### src/hw/rtl/tdw_pkg.sv
// Shared widths and constants for the ternary depth walk block.
package tdw_pkg;

  // Field widths of the input and result words.
  localparam int unsigned KEY_W     = 23;
  localparam int unsigned CNT_IN_W  = 4;
  localparam int unsigned DEP_IN_W  = 4;
  localparam int unsigned RANK_W    = 14;
  localparam int unsigned END_DEP_W = 5;

  // Default configuration of the walk.
  localparam int unsigned MAX_DIGITS_DEF      = 14;
  localparam int unsigned MAX_START_DEPTH_DEF = 15;

  // Division by three as a multiply by ceil(2^25 / 3) and a shift of 25.
  // Exact for every dividend below 2^24.
  localparam int unsigned      DIV3_RECIP_W = 24;
  localparam int unsigned      DIV3_SHIFT   = 25;
  localparam logic [23:0]      DIV3_RECIP   = 24'hAAAAAB;

  // Ternary symbol codes.
  localparam logic [1:0] SYM_NEUTRAL = 2'd0;
  localparam logic [1:0] SYM_DOWN    = 2'd1;
  localparam logic [1:0] SYM_UP      = 2'd2;

endpackage

### src/hw/rtl/tdw_in_if.sv
// Input channel carrying one key word with its digit count and start depth.
interface tdw_in_if;
  logic                          valid;
  logic                          ready;
  logic [tdw_pkg::KEY_W-1:0]     key;
  logic [tdw_pkg::CNT_IN_W-1:0]  digit_count;
  logic [tdw_pkg::DEP_IN_W-1:0]  start_depth;

  modport source (output valid, output key, output digit_count, output start_depth,
                  input ready);
  modport sink   (input valid, input key, input digit_count, input start_depth,
                  output ready);
endinterface

### src/hw/rtl/tdw_out_if.sv
// Result channel carrying the rank mask, final depth and halt flag.
interface tdw_out_if;
  logic                           valid;
  logic                           ready;
  logic [tdw_pkg::RANK_W-1:0]     rank_mask;
  logic [tdw_pkg::END_DEP_W-1:0]  end_depth;
  logic                           halted;

  modport source (output valid, output rank_mask, output end_depth, output halted,
                  input ready);
  modport sink   (input valid, input rank_mask, input end_depth, input halted,
                  output ready);
endinterface

### src/hw/rtl/tdw_div3.sv
// Shared divide-by-three unit: quotient and ternary remainder of the key word.
module tdw_div3 (
  input  logic [tdw_pkg::KEY_W-1:0] dividend,
  output logic [tdw_pkg::KEY_W-1:0] quotient,
  output logic [1:0]                remainder
);

  localparam int unsigned PROD_W = tdw_pkg::KEY_W + tdw_pkg::DIV3_RECIP_W;

  logic [PROD_W-1:0]           prod;
  logic [tdw_pkg::KEY_W+1:0]   three_q;
  logic [tdw_pkg::KEY_W+1:0]   diff;

  always_comb begin
    prod      = PROD_W'(dividend) * PROD_W'(tdw_pkg::DIV3_RECIP);
    quotient  = tdw_pkg::KEY_W'(prod[PROD_W-1:tdw_pkg::DIV3_SHIFT]);
    // Three times the quotient by shift and add, then the remainder is what is left.
    three_q   = {1'b0, quotient, 1'b0} + {2'b00, quotient};
    diff      = {2'b00, dividend} - three_q;
    remainder = diff[1:0];
  end

endmodule

### src/hw/rtl/ternary_depth_walk_rank_mask.sv
// Top level of the ternary depth walk: splits the key into digits, then walks them.
//
//   Channel   Direction  Handshake          Word contents
//   in_ch     sink       valid / ready      key, digit_count, start_depth
//   out_ch    source     valid / ready      rank_mask, end_depth, halted
//
// An accepted word goes through the split state, where the single divide-by-three unit
// peels off one digit per step, then the walk state, one step per digit, then the done
// state, which loads the result register. A halt ends the walk early, and a zero count
// goes straight to the result. The input is ready again only once the sequencer is back
// in idle, so a new word is taken only after the previous one has left the sequencer.
// Reset is synchronous and active low; it empties the result register and returns
// the sequencer to idle. A stalled result is held in the output register while the
// next input word is already accepted, so a stall only costs cycles once the walk
// of that next word has finished and finds the register still occupied.
module ternary_depth_walk_rank_mask #(
  parameter int unsigned MAX_DIGITS      = tdw_pkg::MAX_DIGITS_DEF,
  parameter int unsigned MAX_START_DEPTH = tdw_pkg::MAX_START_DEPTH_DEF
) (
  input  logic      clk,
  input  logic      rst_n,
  tdw_in_if.sink    in_ch,
  tdw_out_if.source out_ch
);

  // Widths that follow from the parameters.
  localparam int unsigned CNT_W = $clog2(MAX_DIGITS + 1);
  localparam int unsigned IDX_W = (MAX_DIGITS > 1) ? $clog2(MAX_DIGITS) : 1;
  localparam int unsigned DEP_W = $clog2(MAX_START_DEPTH + MAX_DIGITS + 1);

  // Sequencer states.
  localparam logic [1:0] ST_IDLE  = 2'd0;
  localparam logic [1:0] ST_SPLIT = 2'd1;
  localparam logic [1:0] ST_WALK  = 2'd2;
  localparam logic [1:0] ST_DONE  = 2'd3;

  logic [1:0]                  state_r, state_nxt;
  logic [tdw_pkg::KEY_W-1:0]   rest_r, rest_nxt;
  logic [CNT_W-1:0]            count_r, count_nxt;
  logic [IDX_W-1:0]            idx_r, idx_nxt;
  logic [DEP_W-1:0]            depth_r, depth_nxt;
  logic [CNT_W-1:0]            ups_r, ups_nxt;
  logic [tdw_pkg::RANK_W-1:0]  mask_r, mask_nxt;
  logic                        halt_r, halt_nxt;

  // Digits of the key, least significant at index zero.
  logic [1:0]                  digits_r [MAX_DIGITS];

  logic                        out_valid_r, out_valid_nxt;
  logic [tdw_pkg::RANK_W-1:0]  out_mask_r;
  logic [tdw_pkg::END_DEP_W-1:0] out_depth_r;
  logic                        out_halt_r;

  logic [tdw_pkg::KEY_W-1:0]   div_quo;
  logic [1:0]                  div_rem;
  logic [1:0]                  cur_digit;
  logic [CNT_W-1:0]            in_count;
  logic [DEP_W-1:0]            in_depth;
  logic                        in_fire;
  logic                        load_out;
  logic [IDX_W-1:0]            last_idx;

  tdw_div3 u_div3 (
    .dividend  (rest_r),
    .quotient  (div_quo),
    .remainder (div_rem)
  );

  assign in_ch.ready      = (state_r == ST_IDLE);
  assign in_fire          = in_ch.valid && in_ch.ready;
  assign out_ch.valid     = out_valid_r;
  assign out_ch.rank_mask = out_mask_r;
  assign out_ch.end_depth = out_depth_r;
  assign out_ch.halted    = out_halt_r;

  // The result register takes a new word when it is empty or being emptied.
  assign load_out  = (state_r == ST_DONE) && (!out_valid_r || out_ch.ready);
  assign last_idx  = IDX_W'(count_r - CNT_W'(1));
  assign cur_digit = digits_r[idx_r];

  // Saturate the count to the digit capacity and clamp the start depth into range.
  always_comb begin
    if (32'(in_ch.digit_count) > MAX_DIGITS) begin
      in_count = CNT_W'(MAX_DIGITS);
    end else begin
      in_count = CNT_W'(in_ch.digit_count);
    end
    if (in_ch.start_depth == '0) begin
      in_depth = DEP_W'(1);
    end else if (32'(in_ch.start_depth) > MAX_START_DEPTH) begin
      in_depth = DEP_W'(MAX_START_DEPTH);
    end else begin
      in_depth = DEP_W'(in_ch.start_depth);
    end
  end

  always_comb begin
    state_nxt = state_r;
    rest_nxt  = rest_r;
    count_nxt = count_r;
    idx_nxt   = idx_r;
    depth_nxt = depth_r;
    ups_nxt   = ups_r;
    mask_nxt  = mask_r;
    halt_nxt  = halt_r;

    unique case (state_r)
      ST_IDLE: begin
        if (in_fire) begin
          rest_nxt  = in_ch.key;
          count_nxt = in_count;
          idx_nxt   = '0;
          depth_nxt = in_depth;
          ups_nxt   = '0;
          mask_nxt  = '0;
          halt_nxt  = 1'b0;
          // With nothing to walk the start depth is already the answer.
          state_nxt = (in_count == '0) ? ST_DONE : ST_SPLIT;
        end
      end

      ST_SPLIT: begin
        // One digit peeled off per cycle; the walk then starts from the top digit.
        rest_nxt = div_quo;
        if (idx_r == last_idx) begin
          state_nxt = ST_WALK;
        end else begin
          idx_nxt = idx_r + IDX_W'(1);
        end
      end

      ST_WALK: begin
        if (cur_digit == tdw_pkg::SYM_DOWN) begin
          if (depth_r == DEP_W'(1)) begin
            halt_nxt = 1'b1;
          end else begin
            depth_nxt = depth_r - DEP_W'(1);
          end
        end else if (cur_digit == tdw_pkg::SYM_UP) begin
          // An up symbol leaving depth one marks its rank among the up symbols.
          if (depth_r == DEP_W'(1)) begin
            for (int k = 0; k < tdw_pkg::RANK_W; k++) begin
              if (32'(ups_r) == k) begin
                mask_nxt[k] = 1'b1;
              end
            end
          end
          ups_nxt   = ups_r + CNT_W'(1);
          depth_nxt = depth_r + DEP_W'(1);
        end
        if (halt_nxt || idx_r == '0) begin
          state_nxt = ST_DONE;
        end else begin
          idx_nxt = idx_r - IDX_W'(1);
        end
      end

      ST_DONE: begin
        if (load_out) begin
          state_nxt = ST_IDLE;
        end
      end
    endcase
  end

  always_comb begin
    if (load_out) begin
      out_valid_nxt = 1'b1;
    end else if (out_ch.ready) begin
      out_valid_nxt = 1'b0;
    end else begin
      out_valid_nxt = out_valid_r;
    end
  end

  always_ff @(posedge clk) begin
    if (!rst_n) begin
      state_r     <= ST_IDLE;
      out_valid_r <= 1'b0;
    end else begin
      state_r     <= state_nxt;
      out_valid_r <= out_valid_nxt;
    end
  end

  // Working registers of the walk carry no reset; the sequencer loads them on acceptance.
  always_ff @(posedge clk) begin
    rest_r  <= rest_nxt;
    count_r <= count_nxt;
    idx_r   <= idx_nxt;
    depth_r <= depth_nxt;
    ups_r   <= ups_nxt;
    mask_r  <= mask_nxt;
    halt_r  <= halt_nxt;
    if (state_r == ST_SPLIT) begin
      digits_r[idx_r] <= div_rem;
    end
    if (load_out) begin
      out_mask_r  <= mask_r;
      out_depth_r <= tdw_pkg::END_DEP_W'(depth_r);
      out_halt_r  <= halt_r;
    end
  end

endmodule
### src/flat_wrapper.sv
// flat-port wrapper written by rule: the top's interface ports become plain ports
module ternary_depth_walk_rank_mask_flat 
#(
  parameter int unsigned MAX_DIGITS      = tdw_pkg::MAX_DIGITS_DEF,
  parameter int unsigned MAX_START_DEPTH = tdw_pkg::MAX_START_DEPTH_DEF
)
  (clk, rst_n, in_ch_valid, in_ch_key, in_ch_digit_count, in_ch_start_depth, in_ch_ready, out_ch_valid, out_ch_rank_mask, out_ch_end_depth, out_ch_halted, out_ch_ready);
  tdw_in_if in_ch_i ();
  tdw_out_if out_ch_i ();
  input  logic clk;
  input  logic rst_n;
  input wire logic [$bits(in_ch_i.valid)-1:0] in_ch_valid;
  input wire logic [$bits(in_ch_i.key)-1:0] in_ch_key;
  input wire logic [$bits(in_ch_i.digit_count)-1:0] in_ch_digit_count;
  input wire logic [$bits(in_ch_i.start_depth)-1:0] in_ch_start_depth;
  output wire logic [$bits(in_ch_i.ready)-1:0] in_ch_ready;
  output wire logic [$bits(out_ch_i.valid)-1:0] out_ch_valid;
  output wire logic [$bits(out_ch_i.rank_mask)-1:0] out_ch_rank_mask;
  output wire logic [$bits(out_ch_i.end_depth)-1:0] out_ch_end_depth;
  output wire logic [$bits(out_ch_i.halted)-1:0] out_ch_halted;
  input wire logic [$bits(out_ch_i.ready)-1:0] out_ch_ready;
  assign in_ch_i.valid = in_ch_valid;
  assign in_ch_i.key = in_ch_key;
  assign in_ch_i.digit_count = in_ch_digit_count;
  assign in_ch_i.start_depth = in_ch_start_depth;
  assign in_ch_ready = in_ch_i.ready;
  assign out_ch_valid = out_ch_i.valid;
  assign out_ch_rank_mask = out_ch_i.rank_mask;
  assign out_ch_end_depth = out_ch_i.end_depth;
  assign out_ch_halted = out_ch_i.halted;
  assign out_ch_i.ready = out_ch_ready;
  ternary_depth_walk_rank_mask #(.MAX_DIGITS(MAX_DIGITS), .MAX_START_DEPTH(MAX_START_DEPTH)) u_core (.clk(clk), .rst_n(rst_n), .in_ch(in_ch_i), .out_ch(out_ch_i));
endmodule
### config.mk
export PLATFORM = sky130hd
export DESIGN_NAME = ternary_depth_walk_rank_mask_flat
export DESIGN_NICKNAME = d
export VERILOG_FILES = /design/src/hw/rtl/tdw_pkg.sv /design/src/hw/rtl/tdw_in_if.sv /design/src/hw/rtl/tdw_out_if.sv /design/src/hw/rtl/tdw_div3.sv /design/src/hw/rtl/ternary_depth_walk_rank_mask.sv /design/src/flat_wrapper.sv
export SDC_FILE = /design/constraint.sdc
export NUM_CORES = 1
export LEC_CHECK = 0
export BUFFER_PORTS_ARGS = -buffer_cell sky130_fd_sc_hd__buf_2
export CAP_MARGIN = 20
export CORE_MARGIN = 2
export CORE_UTILIZATION = 65
export CTS_BUF_LIST = sky130_fd_sc_hd__clkbuf_8
export DETAILED_ROUTE_END_ITERATION = 7
export PLACE_DENSITY_LB_ADDON = 0.25
export SYNTH_ARGS = -nofsm -noshare
export SYNTH_HDL_FRONTEND = slang
export SYNTH_SLANG_ARGS = --single-unit
### constraint.sdc
create_clock -name clk -period 7.8 [get_ports clk]
set_input_delay 1.56 -clock clk [delete_from_list [all_inputs] [get_ports clk]]
set_output_delay 1.56 -clock clk [all_outputs]
set_load 0.005 [all_outputs]
==> out/summary.txt <==
status - finished clean
Top-Level Pins - 57
wire length per cell - 17.5 um
initial core utilization - 66.2%
reg-to-reg endpoint - u_core.digits_r[1][0]
CP Launch Type - flip-flop
ys async rst share - 0%
Worst Hold Path EP - u_core.out_ch.rank_mask[1]
TNS Setup - 0 ps
minimum clock period after layout - 7380 ps
Inst Count DP - 1403
die width - 142 um
DRT antenna net count - 0
CTS tree - done
worst slew pin tran - 1030 ps
clock buffer count from CTS - 9
Min-Delay Path Class - flip-flop to flip-flop
main combinational cell family by area after synthesis - adder cells
most frequent cell after synthesis - inv_1
Detailed Place HPWL - 21.0 mm
Compound-Gate Fraction of Synth Area - 9.63%
R2R cell count - 19
final hold slack - 429 ps
met3 wire length - 1.38 mm
crit-path max FO - 14
Synth Instances - 1133
hold bufs inserted after CTS - 0
xor and xnor area share after synthesis - 1.99%
post-route clock period utilization - 94.6%
met1 wire length - 10.5 mm
Layout Nets - 1559
worst hold path startpoint - u_core.mask_r[1]
vias per cell - 5.79
Ys Warns - 0
initial DRC count - 402
clock transition at the registers of the reported paths - 110 ps
slew margin rel. - 31.0%
Post-synth top flop - edfxtp_1
largest area contributor in the netlist - edfxtp_1
root buffer cell - clkbuf_8
Crit path required time - 7880 ps
Mapped Avg Cell Area - 10.9 um^2
input/output buffers - 56
Arr. time, crit path - 7460 ps
die height - 142 um
post-synthesis simple-gate area fraction - 7.80%
top cells by area, synth - edfxtp_1 (25%), fa_1 (24%), ha_1 (20%)
DRC violations left - 0
DRT Wirelength - 24.9 mm
MaxCap Viol Count - 0
Netlist cell types - 65
CP endpoint kind - flip-flop
area of the die - 20100 um^2
pin count of the biggest net entering global routing - 34
DR top layer - met5
post-synthesis mux area share - 2.81%
R2R Setup Slk - 420 ps
WS Path Type - flip-flop to flip-flop
Fmax - 135 MHz
Hold Path Depth - 0
first-pass GRT wire length - 41.6 mm
DR vias - 8213
vias in the first global route - 8592
Non-Filler Instances - 1419
post-synthesis sequential area ratio - 26.2%
Finish-stage setup viols - 0
initial antenna violation count - 2
share of layout cells above drive strength 1 - 8.61%
final-report max-slew violation count - 0
Clock Latency Late Sink - 410 ps
Synth Register Bits - 110
H-tree levels - 3
Final Wtd Congestion - 0.999
RSZ-0062 raised after global routing - no
CTS Sinks - 110
Synth top cells by count - inv_1 (231), ha_1 (199), fa_1 (145), edfxtp_1 (103), a21oi_1 (57)
P&R area growth vs syn - 6.17%
reg-to-reg startpoint - u_core.rest_r[2]
num rows - 50
metal2 WL - 12.2 mm
Final Hold Viols - 0
Antenna Cells - 0
total global-route track usage - 26.7%
top cell type's share of synthesized area - 25.0%
DR pass1 iterations - 5
syn nets - 1512
Post-Syn Area - 12300 um^2
total gr overflow - 0
number of synthesized flops with an enable pin - 103
core area - 18600 um^2
Max clock buf depth - 2
post-synthesis adder-cell area fraction - 43.7%
worst clock skew - 25.4 ps
## cell families (layout without fill, tap and decap cells)
logic type | Yosys count | count (layout)
AOI/OAI and AO/OA | 171 | 171
xor gates and xnor gates | 28 | 28
adders and majority gates | 344 | 344
buffers and inverters | 256 | 308
DFF | 110 | 110
muxes | 24 | 24
and+or+nand+nor | 200 | 200
## worst max-delay path: stages (launching register included)
cell and delay (ps):
edfxtp_1 450, ha_1 260, fa_1 500, fa_1 790, fa_1 520, fa_1 560
inv_1 60, fa_1 460, fa_1 580, inv_1 50, ha_1 320, nand3_1 100
or3_1 340, nor3_1 180, a211o_2 240, xor2_1 290, ha_1 300, inv_1 70
ha_1 240, xor2_1 750
## layout make-up
class                      count  area [um^2]
inverter                     231          867
clock inverter                 7          115
multi-input combinational    767         8160
clock buffer                   9          124
tap                          234          293
fill                        1383         5530
timing repair buffer          61          318
sequential                   110         3230
## state kept, by name (all words and copies together) (netlist names), 4 cells and up, named ones only
register and count:
u_core.count_r 4, u_core.depth_r 5, u_core.digits_r 28, u_core.idx_r 4, u_core.mask_r 14, u_core.out_ch.end_depth 5, u_core.out_ch.rank_mask 14, u_core.rest_r 23
u_core.ups_r 4
## worst max-delay path by stage
stage / startpoint / end / depth (start not counted) / slack, ps
6_report: u_core.rest_r[2] / u_core.digits_r[1][0] / 19 / 420
5_1_grt: u_core.rest_r[2] / u_core.digits_r[1][0] / 19 / 20
4_1_cts: u_core.rest_r[2] / u_core.digits_r[0][1] / 21 / 8
3_5_place_dp: u_core.rest_r[2] / u_core.digits_r[5][1] / 21 / 30
3_3_place_gp: u_core.rest_r[4] / u_core.digits_r[4][1] / 21 / 370
2_1_floorplan: u_core.rest_r[4] / u_core.digits_r[0][1] / 21 / 840
## layout by cell type, fill, tap and decap left out, types with 7 or more instances in the layout
cell type and instances:
inv_1 231, ha_1 199, fa_1 145, edfxtp_1 103, a21oi_1 57, buf_2 56
nor2_1 54, nand2_1 46, nor3_1 25, nand3_1 23, a21o_1 21, xnor2_1 20
o21ai_0 14, nor2b_1 11, a211oi_1 9, mux2_2 9, clkbuf_8 9, mux2i_1 8
o21a_1 8, o31ai_1 8, xor2_1 7, and2_1 7, dfxtp_1 7
## per-stage QoR
stage | utilization (%) | instance area [um^2] | setup WS [ps]
floorplan | - | 12300 | 843
global placement | 68.9 | 12900 | 366
detailed placement | 68.9 | 12900 | 31.7
CTS | 70.2 | 13100 | 7.55
global route | 70.3 | 13100 | 17.5
finish | 70.3 | 13100 | 418
## what timing repair did
item                                    4_1_cts  5_1_grt
buffers inserted                              0        0
endpoints found under the setup margin        0       14
hold endpoints to repair                      0        0
resized for setup                             0        2
## layer usage
| metal | GRT usage (%) | vias up |
|---|---|---|
| met3 | 4.96 | 54 |
| met1 | 35.2 | 3986 |
| met4 | 8.68 | 2 |
| li1 | - | 3955 |
| met2 | 45.1 | 216 |
| met5 | 0 | - |
Power is left out: the tool's default activity adds up to more than one toggle a clock period on the data nets, which glitch-free logic cannot reach.
